## src/sv/scbg_pkg.sv

```systemverilog
// Types, constants and register map for the speaker channel birth gate.
`default_nettype none

package scbg_pkg;

    localparam int SPEAKERS   = 4;
    localparam int COUNT_BITS = 8;
    localparam int SPK_IDX_W  = (SPEAKERS > 1) ? $clog2(SPEAKERS) : 1;
    localparam int PROB_W     = 16;
    localparam int LEVEL_W    = 16;
    localparam int NEED_W     = 8;
    localparam int AGE_W      = 8;
    localparam int CMP_W      = (COUNT_BITS > NEED_W) ? COUNT_BITS : NEED_W;
    localparam int CFG_IDX_W  = 3;
    localparam int CFG_DATA_W = 16;

    typedef logic [PROB_W-1:0]     prob_t;
    typedef logic [LEVEL_W-1:0]    level_t;
    typedef logic [NEED_W-1:0]     need_t;
    typedef logic [AGE_W-1:0]      age_t;
    typedef logic [COUNT_BITS-1:0] count_t;
    typedef logic [SPK_IDX_W-1:0]  spk_idx_t;
    typedef logic [SPEAKERS-1:0]   spk_mask_t;

    localparam age_t   AGE_MAX   = {AGE_W{1'b1}};
    localparam count_t COUNT_MAX = {COUNT_BITS{1'b1}};

    localparam level_t SPEECH_LEVEL_RST       = 16'd9830;
    localparam level_t CLEAN_LEVEL_RST        = 16'd31130;
    localparam level_t QUIET_LEVEL_RST        = 16'd655;
    localparam level_t FADING_LEVEL_RST       = 16'd29491;
    localparam level_t FADING_QUIET_LEVEL_RST = 16'd4915;
    localparam need_t  CLEAN_NEEDED_RST       = 8'd4;
    localparam need_t  FADING_NEEDED_RST      = 8'd20;
    localparam age_t   EPISODE_GAP_RST        = 8'd25;

    typedef enum logic [CFG_IDX_W-1:0] {
        REG_SPEECH_LEVEL       = 3'd0,
        REG_CLEAN_LEVEL        = 3'd1,
        REG_QUIET_LEVEL        = 3'd2,
        REG_FADING_LEVEL       = 3'd3,
        REG_FADING_QUIET_LEVEL = 3'd4,
        REG_CLEAN_NEEDED       = 3'd5,
        REG_FADING_NEEDED      = 3'd6,
        REG_EPISODE_GAP        = 3'd7
    } cfg_reg_t;

endpackage

`default_nettype wire

```

## src/sv/speaker_channel_birth_gate.sv

```systemverilog
// Speaker channel birth gate: speaker establishment tracking and frame relabelling.
// A frame of four speaker probabilities is accepted in any cycle the input is not
// stalled. It is evaluated combinationally from the input register and written into
// the result register, which drives the outputs until the downstream side takes it.
// A new frame can follow every cycle while the output is not stalled, so the sustained
// rate is one frame per clock. The rate is set by the per-speaker counter and age
// state, which one frame reads and rewrites as it leaves the input register, before
// the next frame uses it. The result register lets the next frame enter while
// a finished result waits for the downstream side. Configuration writes are always
// ready and take effect on the following frame.
`default_nettype none

module speaker_channel_birth_gate (
    input  wire logic                         clk,
    input  wire logic                         rst_n,
    input  wire logic                         in_valid,
    output logic                              in_stall,
    input  wire scbg_pkg::prob_t              prob_0,
    input  wire scbg_pkg::prob_t              prob_1,
    input  wire scbg_pkg::prob_t              prob_2,
    input  wire scbg_pkg::prob_t              prob_3,
    output logic                              out_valid,
    input  wire logic                         out_stall,
    output scbg_pkg::prob_t                   out_prob_0,
    output scbg_pkg::prob_t                   out_prob_1,
    output scbg_pkg::prob_t                   out_prob_2,
    output scbg_pkg::prob_t                   out_prob_3,
    output logic                              newly_established,
    output scbg_pkg::spk_mask_t               established_mask,
    input  wire logic                         cfg_valid,
    output logic                              cfg_ready,
    input  wire logic [scbg_pkg::CFG_IDX_W-1:0]  cfg_index,
    input  wire logic [scbg_pkg::CFG_DATA_W-1:0] cfg_data
);
    import scbg_pkg::*;

    // configuration registers
    level_t speech_level_reg;
    level_t clean_level_reg;
    level_t quiet_level_reg;
    level_t fading_level_reg;
    level_t fading_quiet_level_reg;
    need_t  clean_needed_reg;
    need_t  fading_needed_reg;
    age_t   episode_gap_reg;

    // pipeline
    logic   in_valid_reg;
    prob_t  prob_reg [SPEAKERS];
    logic   out_valid_reg;
    prob_t  out_prob_reg [SPEAKERS];
    logic   born_reg;
    logic   advance;
    logic   fire;

    // per-speaker state
    spk_mask_t flag_reg;
    count_t    clean_count_reg  [SPEAKERS];
    count_t    fading_count_reg [SPEAKERS];
    age_t      age_reg          [SPEAKERS];

    spk_mask_t flag_next;
    count_t    clean_count_next  [SPEAKERS];
    count_t    fading_count_next [SPEAKERS];
    age_t      age_next          [SPEAKERS];
    prob_t     relabel_next      [SPEAKERS];
    logic      born_next;

    prob_t     prob_in [SPEAKERS];

    assign prob_in[0] = prob_0;
    assign prob_in[1] = prob_1;
    assign prob_in[2] = prob_2;
    assign prob_in[3] = prob_3;

    assign advance   = !out_valid_reg || !out_stall;
    assign fire      = in_valid_reg && advance;
    assign in_stall  = in_valid_reg && !advance;
    assign cfg_ready = 1'b1;

    function automatic count_t count_inc(input count_t c);
        return (c == COUNT_MAX) ? c : c + count_t'(1);
    endfunction

    function automatic age_t age_inc(input age_t a);
        return (a == AGE_MAX) ? a : a + age_t'(1);
    endfunction

    // frame evaluation: winner, counter update, birth, relabel
    always_comb
    begin
        spk_idx_t win;
        prob_t    pwin;
        logic     qualify;
        prob_t    est_max;
        logic     gap_clear;
        count_t   clean_base;
        count_t   fading_base;
        count_t   clean_upd;
        count_t   fading_upd;
        logic     have_target;
        spk_idx_t target;
        prob_t    fold_max;

        win = '0;
        pwin = prob_reg[0];
        for (int s = 1; s < SPEAKERS; s++)
        begin
            if (prob_reg[s] > pwin)
            begin
                win  = spk_idx_t'(s);
                pwin = prob_reg[s];
            end
        end

        qualify = (pwin >= speech_level_reg) && !flag_reg[win];

        est_max = '0;
        for (int s = 0; s < SPEAKERS; s++)
        begin
            if (flag_reg[s] && prob_reg[s] > est_max)
                est_max = prob_reg[s];
        end

        gap_clear   = (age_reg[win] == AGE_MAX) || (age_reg[win] > episode_gap_reg);
        clean_base  = gap_clear ? '0 : clean_count_reg[win];
        fading_base = gap_clear ? '0 : fading_count_reg[win];
        clean_upd   = (pwin >= clean_level_reg && est_max <= quiet_level_reg)
                      ? count_inc(clean_base) : clean_base;
        fading_upd  = (pwin >= fading_level_reg && est_max <= fading_quiet_level_reg)
                      ? count_inc(fading_base) : fading_base;
        born_next   = qualify && ((CMP_W'(clean_upd) >= CMP_W'(clean_needed_reg)) ||
                                  (CMP_W'(fading_upd) >= CMP_W'(fading_needed_reg)));

        flag_next = flag_reg;
        for (int s = 0; s < SPEAKERS; s++)
        begin
            clean_count_next[s]  = clean_count_reg[s];
            fading_count_next[s] = fading_count_reg[s];
            age_next[s]          = age_inc(age_reg[s]);
            if (qualify && win == spk_idx_t'(s))
            begin
                clean_count_next[s]  = clean_upd;
                fading_count_next[s] = fading_upd;
                age_next[s]          = age_t'(1);
                flag_next[s]         = flag_reg[s] | born_next;
            end
        end

        // fold unestablished probability into the strongest established speaker
        have_target = 1'b0;
        target      = '0;
        fold_max    = '0;
        for (int s = 0; s < SPEAKERS; s++)
        begin
            if (flag_next[s] && (!have_target || prob_reg[s] > prob_reg[target]))
            begin
                have_target = 1'b1;
                target      = spk_idx_t'(s);
            end
            if (!flag_next[s] && prob_reg[s] > fold_max)
                fold_max = prob_reg[s];
        end

        for (int s = 0; s < SPEAKERS; s++)
        begin
            relabel_next[s] = prob_reg[s];
            if (have_target)
            begin
                if (!flag_next[s])
                    relabel_next[s] = '0;
                else if (target == spk_idx_t'(s) && fold_max > prob_reg[s])
                    relabel_next[s] = fold_max;
            end
        end
    end

    // configuration writes
    always_ff @(posedge clk or negedge rst_n)
    begin
        if (!rst_n)
        begin
            speech_level_reg       <= SPEECH_LEVEL_RST;
            clean_level_reg        <= CLEAN_LEVEL_RST;
            quiet_level_reg        <= QUIET_LEVEL_RST;
            fading_level_reg       <= FADING_LEVEL_RST;
            fading_quiet_level_reg <= FADING_QUIET_LEVEL_RST;
            clean_needed_reg       <= CLEAN_NEEDED_RST;
            fading_needed_reg      <= FADING_NEEDED_RST;
            episode_gap_reg        <= EPISODE_GAP_RST;
        end
        else if (cfg_valid && cfg_ready)
        begin
            unique case (cfg_reg_t'(cfg_index))
                REG_SPEECH_LEVEL:       speech_level_reg       <= level_t'(cfg_data);
                REG_CLEAN_LEVEL:        clean_level_reg        <= level_t'(cfg_data);
                REG_QUIET_LEVEL:        quiet_level_reg        <= level_t'(cfg_data);
                REG_FADING_LEVEL:       fading_level_reg       <= level_t'(cfg_data);
                REG_FADING_QUIET_LEVEL: fading_quiet_level_reg <= level_t'(cfg_data);
                REG_CLEAN_NEEDED:       clean_needed_reg       <= cfg_data[NEED_W-1:0];
                REG_FADING_NEEDED:      fading_needed_reg      <= cfg_data[NEED_W-1:0];
                REG_EPISODE_GAP:        episode_gap_reg        <= cfg_data[AGE_W-1:0];
                default: ;
            endcase
        end
    end

    // pipeline control and speaker state
    always_ff @(posedge clk or negedge rst_n)
    begin
        if (!rst_n)
        begin
            in_valid_reg  <= 1'b0;
            out_valid_reg <= 1'b0;
            flag_reg      <= '0;
            for (int s = 0; s < SPEAKERS; s++)
            begin
                clean_count_reg[s]  <= '0;
                fading_count_reg[s] <= '0;
                age_reg[s]          <= AGE_MAX;
            end
        end
        else
        begin
            if (!in_stall)
                in_valid_reg <= in_valid;
            if (advance)
                out_valid_reg <= in_valid_reg;
            // advance state once per frame leaving the input register
            if (fire)
            begin
                flag_reg <= flag_next;
                for (int s = 0; s < SPEAKERS; s++)
                begin
                    clean_count_reg[s]  <= clean_count_next[s];
                    fading_count_reg[s] <= fading_count_next[s];
                    age_reg[s]          <= age_next[s];
                end
            end
        end
    end

    // payload registers
    always_ff @(posedge clk)
    begin
        if (in_valid && !in_stall)
        begin
            for (int s = 0; s < SPEAKERS; s++)
                prob_reg[s] <= prob_in[s];
        end
        if (fire)
        begin
            for (int s = 0; s < SPEAKERS; s++)
                out_prob_reg[s] <= relabel_next[s];
            born_reg <= born_next;
        end
    end

    // the mask follows the state, which only moves when a new result is loaded
    assign out_valid         = out_valid_reg;
    assign out_prob_0        = out_prob_reg[0];
    assign out_prob_1        = out_prob_reg[1];
    assign out_prob_2        = out_prob_reg[2];
    assign out_prob_3        = out_prob_reg[3];
    assign newly_established = born_reg;
    assign established_mask  = flag_reg;

endmodule

`default_nettype wire

```

## config.mk

```make
export PLATFORM = sky130hd
export DESIGN_NAME = speaker_channel_birth_gate
export DESIGN_NICKNAME = d
export VERILOG_FILES = /design/src/sv/scbg_pkg.sv /design/src/sv/speaker_channel_birth_gate.sv
export SDC_FILE = /design/constraint.sdc
export NUM_CORES = 1
export LEC_CHECK = 0
export BUFFER_PORTS_ARGS = -buffer_cell sky130_fd_sc_hd__clkbuf_2
export CAP_MARGIN = 25
export CORE_MARGIN = 2
export CORE_UTILIZATION = 40
export CTS_CLUSTER_SIZE = 30
export DETAILED_ROUTE_END_ITERATION = 8
export GPL_ROUTABILITY_DRIVEN = 0
export PLACE_DENSITY = 0.53
export SLEW_MARGIN = 20
export SYNTH_ARGS = -nofsm -noshare
export SYNTH_HDL_FRONTEND = slang
export SYNTH_SLANG_ARGS = --single-unit
```

## constraint.sdc

```tcl
create_clock -name clk -period 25.1 [get_ports clk]
set_input_delay 6.275 -clock clk [delete_from_list [all_inputs] [get_ports clk]]
set_output_delay 6.275 -clock clk [all_outputs]
set_load 0.03 [all_outputs]
```

==> flow_summary.ini <==
[synthesis]
synth_cell_types = 93
ys.flop_type = dfrtp_1
syn_area_per_cell_um2 = 9.45
ys_seq_area_share_pct = 36.3
synth_edf_count = 129
syn_inst = 2661
yosysTopAreaCell = ha_1
ys_warn_count = 0
yosys-top-cells-area = ha_1 17%, edfxtp_1 15%, dfrtp_1 13%, dfstp_2 7.9%, mux2_2 6.5%
ys_ff_latch = 335
synth_top_area_share_pct = 17.4
synth_nets = 3099
async_flop_share_pct = 61.5
netlist_area_um2 = 25100

[place]
dp_hpwl_mm = 67.6
io_buffers = 158

[clock_tree]
cts_tree = built
cts_hold_buf = 0
clock_sinks = 335
insertion_delay_ns = 0.60
clkSlewWorstSetupHoldPaths_ns = 0.06
cts.path.max_buffers = 3
cts_buffers = 42
cts_setup_buffers = 0
cts_resized = 0
htree_levels = 2
clock-root-buffer = clkbuf_16

[grt]
grt_antenna_before_repair = 1
grt_pass1_vias = 21861
grt_overflow = 0
grt_pass1_wl_mm = 135
grt_max_degree = 126
grt_usage_pct = 27.6

[outcome]
outcome = complete, no violations

[setup_path]
cp_slowest_stage_delay_ns = 0.86
worst-path-max-fanout = 38
start_kind = register
path_class = reg -> reg
cp-end-kind = register
crit_required_ns = 25.50
crit_buf_inv = 7
critPathTopFamily = compound AO/OA/AOI/OAI gates
crit_arrival_ns = 24.03
worst_path_max_delay_cell = or4_1
crit_path_frequent_cell = ha_1

[die]
fp-row-count = 91
die_w_um = 255
ios = 160
core_um2 = 61900
die-area_um2 = 64900
die_h_um = 255
start_util_pct = 40.6

[route]
drtPass1Iterations = 6
drc_errors = 0
vias = 22188
vias_per_cell = 6.00
ant_nets = 0
drt-total-wl_mm = 89.8
wl_per_cell_um = 24.3
drtIter0Drc = 1771

[timing]
setup_viol = 0
fin_skew_ns = 0.0320
fin_setup_tns_ns = 0
rsz0062_at_grt = false
post-route-period-util_pct = 94.2
hold_ws_ns = 0.478
fmax_mhz = 42.3
slew_headroom_pct = 29.6
final_max_slew_viol_count = 0
final-hold-violation-count = 0
tightestPinTransition_ns = 1.05
fin_crit_ns = 23.64

[job]
maxCapViolCount = 0

[layout]
ff_latch_area_um2 = 9120
final_common_cell = ha_1
syn2layout_area_growth_pct = 14.1
drive_gt1_share_pct = 20.0
final_nets = 3266
final_cell_mix = 350 x ha_1, 313 x nand2_1, 214 x o21ai_0
multi_input_area_um2 = 14900
antenna_cells = 0
nFillCells = 5936

[power]
ir_worst_vdd_uv = 55.3
power_density_nw_per_um2 = 103
p_leak_uw = 0.0130
total_power_uw = 2960

[hold_path]
worstHoldPathType = reg -> reg
## report_power, final
| part | switching (uW) | internal (uW) |
|---|---|---|
| Clock | 257 | 406 |
| Sequential | 93.7 | 721 |
| Combinational | 912 | 568 |
## cell type report
cell class | count | area share [%]
flip-flops and latches | 335 | 31.8
well taps | 837 | 3.65
clock inverters | 22 | 1.13
multi-input cells | 2007 | 51.8
repair buffers | 230 | 4.74
clock buffers | 55 | 4.12
inverters | 212 | 2.77
## cell usage after synthesis, types with 17 or more instances
master    count
a221oi_1     21
a21oi_1     135
o211ai_1     17
and3_1       30
nand2b_1     22
a31oi_1      26
nand2_1     313
a22o_1       17
nor2_1      124
mux2i_1      52
nor3_1       38
o21ai_0     214
nor2b_1      22
o21a_1       34
ha_1        350
inv_1       212
nand3_1      66
edfxtp_1    129
nand4_1      81
dfrtp_1     130
mux2_2      144
clkbuf_1     80
dfstp_2      76
a21o_1       75
## worst paths after layout
| kind | start | to | slack (ns) | cells past startpoint |
|---|---|---|---|---|
| worst max-delay path | prob_reg[0][13]$_DFFE_PP_ | out_prob_reg[0][1]$_DFFE_PP_ | 1.46 | 92 |
| worst min-delay path | fading_count_reg[13]$_DFFE_PN0P_ | fading_count_reg[13]$_DFFE_PN0P_ | 0.48 | 2 |
| worst max register to register | prob_reg[0][13]$_DFFE_PP_ | out_prob_reg[0][1]$_DFFE_PP_ | 1.46 | 92 |
| worst min register to register | fading_count_reg[13]$_DFFE_PN0P_ | fading_count_reg[13]$_DFFE_PN0P_ | 0.48 | 2 |
| max in group asynchronous | rst_n | speech_level_reg[14]$_DFFE_PN0P_ | 17.93 | 2 |
| min in group asynchronous | rst_n | fading_count_reg[1]$_DFFE_PN0P_ | 5.81 | 1 |
## metal layers
metal,global-route usage [%],routed length (um)
met1,38.6,39500
met2,42.8,39400
met3,4.66,7500
met4,10.1,3360
met5,0,9
## worst register-to-register path, delay by kind of cell, from the launching register on
family	cells	cell delay (ns)
AO/OA/AOI/OAI	41	9.60
XOR/XNOR	1	0.42
adder cells (fa/ha/maj)	10	3.12
buffers and inverters	7	2.11
flip-flops	1	0.70
multiplexers	2	0.77
AND/OR/NAND/NOR	31	6.75
## cell families (layout without fill, tap and decap cells)
kind of cell / after synthesis / in the layout / share of synthesized area, %
other: 1 / 1 / 0.0149
adders and majority gates: 350 / 350 / 17.4
buffers and inverters: 319 / 519 / 5.04
AOI/OAI and AO/OA: 675 / 675 / 17.4
DFF: 335 / 335 / 36.3
xor gates and xnor gates: 19 / 19 / 0.662
muxes: 197 / 197 / 8.58
and+or+nand+nor: 765 / 765 / 14.6
## per-stage QoR
| stage | cell area [um^2] | cells | utilization, % | setup WS [ns] |
|---|---|---|---|---|
| 3_5_place_dp | 27100 | 3618 | 43.8 | 0.342 |
| 3_3_place_gp | 27100 | 3618 | 43.8 | 0.635 |
| 5_1_grt | 28700 | 3698 | 46.3 | 0.0355 |
| 4_1_cts | 28600 | 3695 | 46.2 | 0.319 |
| 2_1_floorplan | 25100 | 2661 | - | 3.91 |
| 6_report | 28700 | 3698 | 46.3 | 1.46 |
Power figures use the tool's default switching activity.
